--- config.mk ---
export PLATFORM = sky130hd
export DESIGN_NAME = subtractive_random_generator_unit_flat
export DESIGN_NICKNAME = d
export VERILOG_FILES = /design/src/rtl/srg_pkg.sv /design/src/rtl/srg_req_if.sv /design/src/rtl/srg_rsp_if.sv /design/src/rtl/srg_mod_sub.sv /design/src/rtl/srg_lag_ram.sv /design/src/rtl/subtractive_random_generator_unit.sv /design/src/flat_wrapper.sv
export SDC_FILE = /design/constraint.sdc
export NUM_CORES = 2
export LEC_CHECK = 0
export BUFFER_PORTS_ARGS = -buffer_cell sky130_fd_sc_hd__buf_2
export CAP_MARGIN = 20
export CORE_UTILIZATION = 55
export CTS_CLUSTER_DIAMETER = 50
export DETAILED_ROUTE_END_ITERATION = 10
export PLACE_DENSITY_LB_ADDON = 0.05
export SYNTH_ARGS = -nofsm -noshare
export SYNTH_HDL_FRONTEND = slang
export SYNTH_HIERARCHICAL = 1
export SYNTH_SLANG_ARGS = --single-unit
--- constraint.sdc ---
create_clock -name clk_i -period 8.56 [get_ports clk_i]
set_input_delay 0.856 -clock clk_i [delete_from_list [all_inputs] [get_ports clk_i]]
set_output_delay 0.856 -clock clk_i [all_outputs]
set_load 0.01 [all_outputs]
--- src/rtl/srg_pkg.sv ---
// Package for the subtractive random generator unit.
// Holds constants, the sequencer state type and the lag table port struct.
// No dependencies.
package srg_pkg;

  localparam int unsigned SampleW = 30;
  localparam int unsigned SeedW   = 24;
  localparam int unsigned AddrW   = 6;

  localparam logic [SampleW-1:0] Modulus  = 30'd1000000000;
  localparam logic [SampleW-1:0] SeedBase = 30'd161803398;
  localparam logic [SeedW-1:0]   SeedMax  = 24'd10000000;
  localparam logic [AddrW-1:0]   TableLen = 6'd55;
  localparam logic [AddrW-1:0]   FillStride = 6'd21;
  localparam logic [AddrW-1:0]   LagStart = 6'd31;

  typedef enum logic [2:0] {
    ST_IDLE,
    ST_FILL,
    ST_SCR_RD,
    ST_SCR_WR,
    ST_DRAW_RD,
    ST_DRAW_WR
  } srg_state_e;

  typedef struct packed {
    logic               we;
    logic [AddrW-1:0]   waddr;
    logic [SampleW-1:0] wdata;
    logic               re;
    logic [AddrW-1:0]   raddr_a;
    logic [AddrW-1:0]   raddr_b;
  } srg_ram_req_t;

endpackage

--- src/rtl/srg_req_if.sv ---
// Request channel of the subtractive random generator unit.
// Carries valid, ready and the reseed flag. No dependencies.
interface srg_req_if;
  logic valid;
  logic ready;
  logic reseed;

  modport source (output valid, output reseed, input ready);
  modport sink   (input valid, input reseed, output ready);
endinterface

--- src/rtl/srg_rsp_if.sv ---
// Result channel of the subtractive random generator unit.
// Carries valid, ready and the 30-bit sample. No dependencies.
interface srg_rsp_if;
  logic        valid;
  logic        ready;
  logic [29:0] sample;

  modport source (output valid, output sample, input ready);
  modport sink   (input valid, input sample, output ready);
endinterface

--- src/rtl/srg_mod_sub.sv ---
// Shared modular subtract unit: (a - b) mod 10^9 for a, b below 10^9.
// Depends on srg_pkg.
module srg_mod_sub (
  input  logic [srg_pkg::SampleW-1:0] a_i,
  input  logic [srg_pkg::SampleW-1:0] b_i,
  output logic [srg_pkg::SampleW-1:0] diff_o
);
  import srg_pkg::*;

  logic [SampleW:0] wrap_sum;

  assign wrap_sum = {1'b0, a_i} + {1'b0, Modulus - b_i};
  assign diff_o   = (a_i >= b_i) ? (a_i - b_i) : wrap_sum[SampleW-1:0];

endmodule

--- src/rtl/srg_lag_ram.sv ---
// 55-entry lag table: one write port, two registered read ports.
// Depends on srg_pkg.
module srg_lag_ram (
  input  logic                          clk_i,
  input  srg_pkg::srg_ram_req_t         req_i,
  output logic [srg_pkg::SampleW-1:0]   rdata_a_o,
  output logic [srg_pkg::SampleW-1:0]   rdata_b_o
);
  import srg_pkg::*;

  localparam int unsigned Depth = 55;

  logic [SampleW-1:0] mem [Depth];

  always_ff @(posedge clk_i) begin
    if (req_i.we) begin
      mem[req_i.waddr] <= req_i.wdata;
    end
  end

  always_ff @(posedge clk_i) begin
    if (req_i.re) begin
      rdata_a_o <= mem[req_i.raddr_a];
      rdata_b_o <= mem[req_i.raddr_b];
    end
  end

endmodule

--- src/rtl/subtractive_random_generator_unit.sv ---
// Subtractive lagged generator (modulus 10^9), top level.
// Draw: request accepted, table read, table write (held while the last sample waits), sample out;
// no new request until idle. Rebuild (first request or reseed): 55 fill steps, then 4 x 55
// scramble steps of table read and table write, then a draw; all serial on the shared subtractor and RAM.
// Reset (async, rst_ni low): seed 1, pointers 0/31, table marked not built; no clearing pass.
// Depends on srg_pkg, srg_req_if, srg_rsp_if, srg_mod_sub, srg_lag_ram.
module subtractive_random_generator_unit (
  input  logic                      clk_i,
  input  logic                      rst_ni,
  input  logic                      cfg_we_i,
  input  logic [srg_pkg::SeedW-1:0] cfg_wdata_i,
  srg_req_if.sink                   req_i,
  srg_rsp_if.source                 rsp_o
);
  import srg_pkg::*;

  srg_state_e state_q, state_d;

  logic [SeedW-1:0]   seed_q;
  logic [AddrW-1:0]   lead_q, lead_d;
  logic [AddrW-1:0]   lag_q, lag_d;
  logic               table_ready_q, table_ready_d;
  logic [SampleW-1:0] cur_q, cur_d;
  logic [SampleW-1:0] prev_q, prev_d;
  logic [AddrW-1:0]   pos_q, pos_d;
  logic [AddrW-1:0]   cnt_q, cnt_d;
  logic [1:0]         pass_q, pass_d;
  logic               rsp_valid_q, rsp_valid_d;
  logic [SampleW-1:0] sample_q, sample_d;

  srg_ram_req_t       ram_req;
  logic [SampleW-1:0] rd_a, rd_b;
  logic [SampleW-1:0] sub_a, sub_b, sub_diff;
  logic [AddrW:0]     pos_sum;
  logic [AddrW-1:0]   partner;
  logic [AddrW-1:0]   lead_nxt, lag_nxt;
  logic               req_fire, out_blocked;

  srg_lag_ram u_ram (
    .clk_i     (clk_i),
    .req_i     (ram_req),
    .rdata_a_o (rd_a),
    .rdata_b_o (rd_b)
  );

  srg_mod_sub u_sub (
    .a_i    (sub_a),
    .b_i    (sub_b),
    .diff_o (sub_diff)
  );

  assign req_i.ready  = (state_q == ST_IDLE);
  assign req_fire     = req_i.valid && req_i.ready;
  assign rsp_o.valid  = rsp_valid_q;
  assign rsp_o.sample = sample_q;
  assign out_blocked  = rsp_valid_q && !rsp_o.ready;

  assign sub_a = (state_q == ST_FILL) ? cur_q  : rd_a;
  assign sub_b = (state_q == ST_FILL) ? prev_q : rd_b;

  assign pos_sum  = {1'b0, pos_q} + {1'b0, FillStride};
  assign partner  = (cnt_q <= (TableLen - LagStart)) ? (cnt_q + LagStart)
                                                     : (cnt_q - (TableLen - LagStart));
  assign lead_nxt = (lead_q == TableLen) ? 6'd1 : (lead_q + 6'd1);
  assign lag_nxt  = (lag_q == TableLen) ? 6'd1 : (lag_q + 6'd1);

  // next state
  always_comb begin
    state_d = state_q;
    case (state_q)
      ST_IDLE: begin
        if (req_fire) begin
          state_d = (req_i.reseed || !table_ready_q) ? ST_FILL : ST_DRAW_RD;
        end
      end
      ST_FILL: begin
        if (cnt_q == TableLen - 6'd1) state_d = ST_SCR_RD;
      end
      ST_SCR_RD: state_d = ST_SCR_WR;
      ST_SCR_WR: begin
        if (cnt_q == TableLen && pass_q == 2'd3) state_d = ST_DRAW_RD;
        else                                     state_d = ST_SCR_RD;
      end
      ST_DRAW_RD: state_d = ST_DRAW_WR;
      ST_DRAW_WR: begin
        if (!out_blocked) state_d = ST_IDLE;
      end
      default: state_d = ST_IDLE;
    endcase
  end

  // datapath and table port
  always_comb begin
    lead_d        = lead_q;
    lag_d         = lag_q;
    table_ready_d = table_ready_q;
    cur_d         = cur_q;
    prev_d        = prev_q;
    pos_d         = pos_q;
    cnt_d         = cnt_q;
    pass_d        = pass_q;
    rsp_valid_d   = rsp_valid_q && !rsp_o.ready;
    sample_d      = sample_q;
    ram_req       = '0;
    case (state_q)
      ST_IDLE: begin
        cur_d  = SeedBase - {{(SampleW-SeedW){1'b0}}, seed_q};
        prev_d = 30'd1;
        pos_d  = FillStride;
        cnt_d  = '0;
      end
      ST_FILL: begin
        ram_req.we = 1'b1;
        if (cnt_q == '0) begin
          ram_req.waddr = TableLen - 6'd1;
          ram_req.wdata = cur_q;
        end else begin
          ram_req.waddr = pos_q - 6'd1;
          ram_req.wdata = prev_q;
          cur_d  = prev_q;
          prev_d = sub_diff;
          pos_d  = (pos_sum >= {1'b0, TableLen}) ? AddrW'(pos_sum - {1'b0, TableLen})
                                                 : pos_sum[AddrW-1:0];
        end
        if (cnt_q == TableLen - 6'd1) begin
          cnt_d  = 6'd1;
          pass_d = '0;
        end else begin
          cnt_d = cnt_q + 6'd1;
        end
      end
      ST_SCR_RD: begin
        ram_req.re      = 1'b1;
        ram_req.raddr_a = cnt_q - 6'd1;
        ram_req.raddr_b = partner - 6'd1;
      end
      ST_SCR_WR: begin
        ram_req.we    = 1'b1;
        ram_req.waddr = cnt_q - 6'd1;
        ram_req.wdata = sub_diff;
        if (cnt_q == TableLen) begin
          cnt_d  = 6'd1;
          pass_d = pass_q + 2'd1;
          if (pass_q == 2'd3) begin
            lead_d        = '0;
            lag_d         = LagStart;
            table_ready_d = 1'b1;
          end
        end else begin
          cnt_d = cnt_q + 6'd1;
        end
      end
      ST_DRAW_RD: begin
        lead_d          = lead_nxt;
        lag_d           = lag_nxt;
        ram_req.re      = 1'b1;
        ram_req.raddr_a = lead_nxt - 6'd1;
        ram_req.raddr_b = lag_nxt - 6'd1;
      end
      ST_DRAW_WR: begin
        if (!out_blocked) begin
          ram_req.we    = 1'b1;
          ram_req.waddr = lead_q - 6'd1;
          ram_req.wdata = sub_diff;
          rsp_valid_d   = 1'b1;
          sample_d      = (sub_diff == '0) ? 30'd1 : sub_diff;
        end
      end
      default: ;
    endcase
  end

  always_ff @(posedge clk_i or negedge rst_ni) begin
    if (!rst_ni) begin
      state_q       <= ST_IDLE;
      seed_q        <= 24'd1;
      lead_q        <= '0;
      lag_q         <= LagStart;
      table_ready_q <= 1'b0;
      cnt_q         <= '0;
      pass_q        <= '0;
      rsp_valid_q   <= 1'b0;
    end else begin
      state_q       <= state_d;
      lead_q        <= lead_d;
      lag_q         <= lag_d;
      table_ready_q <= table_ready_d;
      cnt_q         <= cnt_d;
      pass_q        <= pass_d;
      rsp_valid_q   <= rsp_valid_d;
      // out-of-range seeds are dropped
      if (cfg_we_i && cfg_wdata_i != '0 && cfg_wdata_i <= SeedMax) begin
        seed_q <= cfg_wdata_i;
      end
    end
  end

  always_ff @(posedge clk_i) begin
    cur_q    <= cur_d;
    prev_q   <= prev_d;
    pos_q    <= pos_d;
    sample_q <= sample_d;
  end

  a_seed_range: assert property (@(posedge clk_i) disable iff (!rst_ni)
    seed_q != '0 && seed_q <= SeedMax)
    else $error("seed register out of range");

  a_we_states: assert property (@(posedge clk_i) disable iff (!rst_ni)
    ram_req.we |-> (state_q == ST_FILL || state_q == ST_SCR_WR || state_q == ST_DRAW_WR))
    else $error("table write outside a write step");

  a_rsp_from_draw: assert property (@(posedge clk_i) disable iff (!rst_ni)
    $rose(rsp_valid_q) |-> $past(state_q) == ST_DRAW_WR)
    else $error("result raised outside draw write");

  a_draw_needs_table: assert property (@(posedge clk_i) disable iff (!rst_ni)
    state_q == ST_DRAW_RD |-> table_ready_q)
    else $error("draw before table built");

  a_scr_index: assert property (@(posedge clk_i) disable iff (!rst_ni)
    (state_q == ST_SCR_RD || state_q == ST_SCR_WR) |-> (cnt_q != '0 && cnt_q <= TableLen))
    else $error("scramble index out of range");

endmodule

--- src/flat_wrapper.sv ---
// flat-port wrapper written by rule: the top's interface ports become plain ports
module subtractive_random_generator_unit_flat import srg_pkg::*;
  (clk_i, rst_ni, cfg_we_i, cfg_wdata_i, req_i_valid, req_i_reseed, req_i_ready, rsp_o_valid, rsp_o_sample, rsp_o_ready);
  srg_req_if req_i_i ();
  srg_rsp_if rsp_o_i ();
  input  logic clk_i;
  input  logic rst_ni;
  input  logic cfg_we_i;
  input  logic [srg_pkg::SeedW-1:0] cfg_wdata_i;
  input wire logic [$bits(req_i_i.valid)-1:0] req_i_valid;
  input wire logic [$bits(req_i_i.reseed)-1:0] req_i_reseed;
  output wire logic [$bits(req_i_i.ready)-1:0] req_i_ready;
  output wire logic [$bits(rsp_o_i.valid)-1:0] rsp_o_valid;
  output wire logic [$bits(rsp_o_i.sample)-1:0] rsp_o_sample;
  input wire logic [$bits(rsp_o_i.ready)-1:0] rsp_o_ready;
  assign req_i_i.valid = req_i_valid;
  assign req_i_i.reseed = req_i_reseed;
  assign req_i_ready = req_i_i.ready;
  assign rsp_o_valid = rsp_o_i.valid;
  assign rsp_o_sample = rsp_o_i.sample;
  assign rsp_o_i.ready = rsp_o_ready;
  subtractive_random_generator_unit u_core (.clk_i(clk_i), .rst_ni(rst_ni), .cfg_we_i(cfg_we_i), .cfg_wdata_i(cfg_wdata_i), .req_i(req_i_i), .rsp_o(rsp_o_i));
endmodule
Word level (Yosys, flattened, before mapping)
Memories as Yosys holds them, arrays and structs flattened. A register that Yosys moved wholly into a read port is not among the register bits.
Index checks and enable logic that the tools add are counted.
{"block": "classes", "add_sub_neg": 18, "order_cmp": 4, "eq_ne": 16, "mux": 38, "bitwise": 1, "n_reduce_logical": 22}
{"op": "2-to-1 mux 30 bit", "count": 5}
{"op": "case mux 30 bit (2 select lines)", "count": 2}
{"op": "case mux 37 bit (3 select lines)", "count": 1}
{"op": "2-to-1 mux 6 bit", "count": 11}
{"op": "2-to-1 mux 37 bit", "count": 1}
{"op": "2-to-1 mux 36 bit", "count": 1}
{"op": "case mux 6 bit (2 select lines)", "count": 3}
{"op": "subtractor 6 x 1 -> 6 bit, second input constant", "count": 6}
{"op": "adder 30 bit", "count": 1}
{"op": "greater-or-equal comparator 30 bit", "count": 1}
{"op": "zero test 30 bit", "count": 1}
{"op": "subtractor 30 bit", "count": 1}
{"op": "subtractor 30 bit, first input constant", "count": 1}
{"op": "subtractor 28 x 24 -> 29 bit, first input constant", "count": 1}
{"op": "case mux 13 bit (2 select lines)", "count": 1}
{"op": "== test 6 bit, second input constant", "count": 4}
{"op": "less-or-equal comparator 24 bit, second input constant", "count": 1}
{"op": "nonzero test 24 bit", "count": 1}
{"op": "adder 6 x 1 -> 6 bit, second input constant", "count": 3}
{"op": "case mux 3 bit (6 select lines)", "count": 1}
{"op": "case mux 6 bit (3 select lines)", "count": 1}
{"op": "2-to-1 mux 3 bit", "count": 5}
{"op": "AND reduction 3 bit", "count": 4}
{"op": "!= test 2 bit, second input constant", "count": 4}
{"op": "other kinds (24)", "count": 38}
{"block": "totals", "reg_bits": 145, "ramBits": 1650, "input_bits": 30, "mem_count": 1}
{"memory": "u_core.u_ram.mem", "depth": 55, "width": 30, "rd": 2, "rd_ports_with_merged_regs": 2, "write_ports": 1, "line_no": "srg_lag_ram.sv:13", "rtl": "logic [SampleW-1:0] mem [Depth];"}

Longest topological paths before layout
{"block": "depth", "word_depth": 9, "ltp_mapped": 23, "ltp_nobuf": 21}

Modules after synthesis
Netlist, hierarchy kept.
{"module": "srg_lag_ram", "n_inst": 1, "cells_each": 3900, "area_per_inst_um2": 78378.9, "seq_area_each_um2": 51349.2}
{"module": "subtractive_random_generator_unit", "n_inst": 1, "cells_each": 992, "area_per_inst_um2": 9037.4, "seq_area_each_um2": 4116.4}
{"module": "srg_mod_sub", "n_inst": 1, "cells_each": 579, "area_per_inst_um2": 4062.6, "seq_area_each_um2": 0.0}

Least setup slack after synthesis
OpenSTA, ideal clock, no wires.
{"block": "synth_path", "path_type": "register to register", "startpoint": "register u_core.state_q[2]", "endpoint": "memory u_core.u_ram.mem[0][27], data pin", "setup_ns": 0.632, "arrival_time_ns": 5.477, "t_required_ns": 7.928, "slack_ns": 2.451, "path_stages_with_launch": 22, "path_buffers": 2, "period_less_slack_ns": 6.109, "path_cell_list": "dfrtp_1 > inv_1 > nand2_1 > nor2_1 > clkbuf_1 > clkbuf_1 > nand2_1 > nand2_1 > inv_1 > ha_1 > ha_1 > fa_1 > nor2b_1 > o21bai_1 > a211oi_1 > o211a_1 > o211ai_1 > a211oi_1 > o311a_1 > a211oi_1 > nand2_1 > o21ai_0"}
{"item": "from (decl)", "line_no": "subtractive_random_generator_unit.sv:17", "rtl": "srg_state_e state_q, state_d;"}
{"item": "from (signal assigned)", "line_no": "subtractive_random_generator_unit.sv:184", "rtl": "state_q <= state_d;"}
{"item": "to (decl)", "line_no": "srg_lag_ram.sv:13"}

==> tab_implementation.tex <==
\begin{tabular}{lr}
\hline
Metric & Value \\
\hline
\multicolumn{2}{l}{\textbf{Run status}} \\
Status & finished, violations left \\
Failing checks & DRC \\
\multicolumn{2}{l}{\textbf{Drt}} \\
DRC marker count from the first detailed-route iteration & 7,304 \\
Final wirelength & 278,100 um \\
Routed vias/inst & 7.011 \\
Number of nets still failing antenna checks after routing & 0 \\
Total number of vias & 55,570 \\
Wire length per cell & 35.09 um \\
DRC violation count after routing & 44 \\
First-pass DRT Iterations & 8 \\
\multicolumn{2}{l}{\textbf{Setup path}} \\
Cells along the critical path & nand2b\_4 > buf\_4 > nand2\_1 > nand2\_1 > inv\_1 > ha\_1 > a21o\_1 > a21oi\_1 > o41ai\_1 > a211oi\_1 > a31oi\_4 > buf\_4 > o21ai\_0 > xnor2\_1 > nand2\_1 > o21ai\_4 > buf\_4 \\
Buffers plus inverters on the worst setup path & 4 \\
Critical path fanouts, max & 55 \\
Cell family with most CP delay & compound AO/OA/AOI/OAI gates \\
Startpoint of the worst register-to-register path & u\_core/state\_q[1]\$\_DFFE\_PN0P\_ \\
Critical path origin & u\_core/state\_q[1]\$\_DFFE\_PN0P\_ \\
Slowest stage cell, crit path & sky130\_fd\_sc\_hd\_\_dfrtp\_1 \\
Data required time of the critical path & 9120 ps \\
CP Launch Type & flop \\
Crit Path Class & reg2reg \\
Crit path capture type & flop \\
Arrival @ worst endpoint & 7380 ps \\
Crit-path max cell delay & 880 ps \\
\multicolumn{2}{l}{\textbf{Clock network}} \\
Clock transition at the registers of the reported paths & 60 ps \\
Clock latency on the worst-skew pair & 860 ps \\
Cell at the root of the clock tree & sky130\_fd\_sc\_hd\_\_clkbuf\_16 \\
Clock tree from TritonCTS & done \\
H-tree depth & 4 \\
Clock tree sinks & 1,855 \\
Number of buffers created by CTS & 206 \\
Clk buf depth & 3 \\
\multicolumn{2}{l}{\textbf{Global route}} \\
Fraction of met2 tracks used by global routing & 50.88\% \\
Total congestion overflow & 0 \\
Maximum number of pins on one net before global-route repair & 111 \\
Total GRT Usage & 33.35\% \\
Met3 track utilization from global routing & 8.809\% \\
Wire length of the first global-routing pass & 397,100 um \\
Grt peak-use layer & met2 \\
GR met1 Demand/Resource & 47.93\% \\
Vias in the first global route & 54,690 \\
Number of antenna violations at the first check in global routing & 22 \\
\multicolumn{2}{l}{\textbf{Job}} \\
Max-cap violation count & 0 \\
\multicolumn{2}{l}{\textbf{STA}} \\
Max-Slew Margin vs Limit & 19.89\% \\
Count of final hold-check violations & 0 \\
RSZ-0062 raised after global routing & no \\
Minimum clock period after layout & 6816 ps \\
Max-slew violations & 0 \\
Maximum achievable frequency & 146.7 MHz \\
Final worst-path cycle share & 79.62\% \\
Worst Skew & 34.38 ps \\
Total of endpoints with negative setup slack in the final report & 0 \\
Post-route setup TNS & 0 ps \\
Transition at the pin with the smallest max-transition slack & 1194 ps \\
\multicolumn{2}{l}{\textbf{Die}} \\
Core region area & 165,000 sq um \\
Top-level port count & 62 \\
Starting density of the core & 55.45\% \\
Horiz. Die Dim & 409.8 um \\
Die Area & 168,000 sq um \\
Placement row count & 149 \\
Y dimension of the die & 409.8 um \\
\multicolumn{2}{l}{\textbf{Synth}} \\
Most area-hungry cell type in the Yosys netlist & sky130\_fd\_sc\_hd\_\_edfxtp\_1 \\
Number of distinct library cell variants in the gate-level netlist after synthesis & 91 \\
Post-synth EDFFs & 1,806 \\
Dominant cells by area after synthesis & sky130\_fd\_sc\_hd\_\_edfxtp\_1 59\%, sky130\_fd\_sc\_hd\_\_mux4\_2 19\%, sky130\_fd\_sc\_hd\_\_mux2i\_1 3.2\%, sky130\_fd\_sc\_hd\_\_nand2\_1 1.6\%, sky130\_fd\_sc\_hd\_\_ha\_1 1.2\% \\
Synthesized netlist cell count & 5,471 \\
Net count after synthesis & 5,605 \\
Number of warnings printed during yosys synthesis & 6 \\
Yosys reg bits & 1,855 \\
Post-synthesis cell area & 91,480 sq um \\
Share of the synthesized area in the top cell type & 59.28\% \\
Sequential fraction of the synthesis area & 60.63\% \\
Proportion of synthesized flip-flops having asynchronous set or reset & 2.642\% \\
Primary FF master, synth & sky130\_fd\_sc\_hd\_\_edfxtp\_1 \\
Avg Inst Size Synth & 16.72 sq um \\
\multicolumn{2}{l}{\textbf{Place}} \\
Number of input and output port buffers inserted & 61 \\
Half-perimeter wire length after placement & 177,100 um \\
Final weighted congestion in routability-driven placement & 0.9393 \\
\multicolumn{2}{l}{\textbf{Hold path}} \\
Class of the worst hold path & in2reg \\
Hold Path Origin & cfg\_wdata\_i[6] \\
\multicolumn{2}{l}{\textbf{Cells and area}} \\
Most common cell after layout, fill and taps aside & sky130\_fd\_sc\_hd\_\_edfxtp\_1 \\
Final-stage net count & 5,682 \\
Commonest non-fill, non-tap cells in the layout & 1,806 x sky130\_fd\_sc\_hd\_\_edfxtp\_1, 768 x sky130\_fd\_sc\_hd\_\_mux4\_2, 400 x sky130\_fd\_sc\_hd\_\_nand2\_1, 288 x sky130\_fd\_sc\_hd\_\_mux2i\_1, 209 x sky130\_fd\_sc\_hd\_\_clkbuf\_16 \\
Area Overhead vs Synth & 11.84\% \\
Fraction of final layout cells with drive strength greater than 1 & 28.06\% \\
\hline
\end{tabular}
cells in the mapped netlist, types with 11 or more instances:
library cell,number
sky130_fd_sc_hd__fa_1,17
sky130_fd_sc_hd__buf_1,15
sky130_fd_sc_hd__a21oi_1,82
sky130_fd_sc_hd__clkbuf_1,187
sky130_fd_sc_hd__a31o_1,23
sky130_fd_sc_hd__a211oi_1,73
sky130_fd_sc_hd__o22ai_1,131
sky130_fd_sc_hd__edfxtp_1,1806
sky130_fd_sc_hd__ha_1,87
sky130_fd_sc_hd__a22o_1,14
sky130_fd_sc_hd__xor2_1,30
sky130_fd_sc_hd__buf_2,118
sky130_fd_sc_hd__nand2_1,400
sky130_fd_sc_hd__nor2_1,157
sky130_fd_sc_hd__a22oi_1,38
sky130_fd_sc_hd__o21ai_0,213
sky130_fd_sc_hd__o221ai_1,13
sky130_fd_sc_hd__buf_6,27
sky130_fd_sc_hd__inv_1,110
sky130_fd_sc_hd__and2_1,43
sky130_fd_sc_hd__nor3_1,29
sky130_fd_sc_hd__nand2b_1,26
sky130_fd_sc_hd__buf_4,68
sky130_fd_sc_hd__and3_1,11
sky130_fd_sc_hd__mux2_4,20
sky130_fd_sc_hd__or3_1,41
sky130_fd_sc_hd__a21o_1,36
sky130_fd_sc_hd__xnor2_1,60
sky130_fd_sc_hd__mux2_2,79
sky130_fd_sc_hd__nor4_1,36
sky130_fd_sc_hd__mux2i_1,288
sky130_fd_sc_hd__nand3_1,43
sky130_fd_sc_hd__o211ai_1,73
sky130_fd_sc_hd__dfrtp_1,43
sky130_fd_sc_hd__nand4_1,11
sky130_fd_sc_hd__mux4_2,768
sky130_fd_sc_hd__nor2b_1,59
sky130_fd_sc_hd__a31oi_1,20
path summary, 6_finish.rpt:
kind | slack, ps | cells after the start | endpoint
max | 1740 | 17 | u_core/u_ram/mem[26][10]$_DFFE_PP_
min | 250 | 2 | u_core/seed_q[6]$_DFFE_PN0P_
max reg2reg | 1740 | 17 | u_core/u_ram/mem[26][10]$_DFFE_PP_
min reg2reg | 470 | 1 | u_core/table_ready_q$_DFFE_PN0P_
max in group asynchronous | 7260 | 3 | u_core/seed_q[0]$_DFFE_PN1P_
min in group asynchronous | 440 | 2 | u_core/cnt_q[2]$_DFFE_PN0P_
registers in the layout (all words and copies together) (netlist names):
register / cells
u_core/u_ram/mem: 1650
u_core/cur_q: 30
u_core/prev_q: 30
u_core/rsp_o.sample: 30
u_core/u_ram/rdata_a_o: 30
u_core/u_ram/rdata_b_o: 30
u_core/seed_q: 24
u_core/cnt_q: 6
u_core/lag_q: 6
u_core/lead_q: 6
u_core/pos_q: 6
u_core/state_q: 3
u_core/pass_q: 2
u_core/rsp_o.valid: 1
u_core/table_ready_q: 1
logic make-up (layout without fill, tap and decap cells):
kind of cell / Yosys count / in the layout / synth area share [%]
compound gates: 835 / 835 / 6.089
xor+xnor: 90 / 90 / 0.8617
fa+ha+maj: 104 / 104 / 1.562
buf+inv: 526 / 781 / 2.820
flops: 1855 / 1855 / 60.63
mux: 1155 / 1155 / 23.36
other cells: 0 / 11 / 0
simple gates: 906 / 906 / 4.675
repair_timing:
item	4_1_cts	5_1_grt
endpoints found under the hold margin	8	0
hold buffers	1	0
gates resized for setup	0	0
endpoints found under the setup margin	0	0
buffers inserted	0	0
stage by stage:
step	instances	setup WS, ps	hold WS (ps)	util (%)	cell area, sq um
floorplan	5471	2451	425.8	-	91480
global placement	7514	1822	440.9	57.69	95190
detailed placement	7520	1830	465.3	57.76	95290
CTS	7907	1780	201.9	61.93	102200
global route	7915	1422	236.5	61.99	102300
finish	7926	1744	249.9	62.01	102300
final cells by class:
| type | count | area, sq um |
|---|---|---|
| Multi-Input combinational cell | 3090 | 34370 |
| Tap cell | 2189 | 2739 |
| Clock buffer | 243 | 5358 |
| Fill cell | 11880 | 62680 |
| Antenna cell | 11 | 27.53 |
| Timing Repair Buffer | 284 | 2410 |
| Sequential cell | 1855 | 55470 |
| Clock inverter | 143 | 1521 |
| Inverter | 111 | 417.9 |
metal layers:
metal | wire, um | share of wire (%) | vias to the layer above
met5 | 56 | 0.020 | -
met2 | 128600 | 46 | 3202
met3 | 31740 | 11 | 450
met1 | 110200 | 40 | 29280
li1 | - | - | 22630
met4 | 7504 | 2.7 | 8
Power is left out: the tool's default activity adds up to more than one toggle a clock period on the data nets, which glitch-free logic cannot reach.
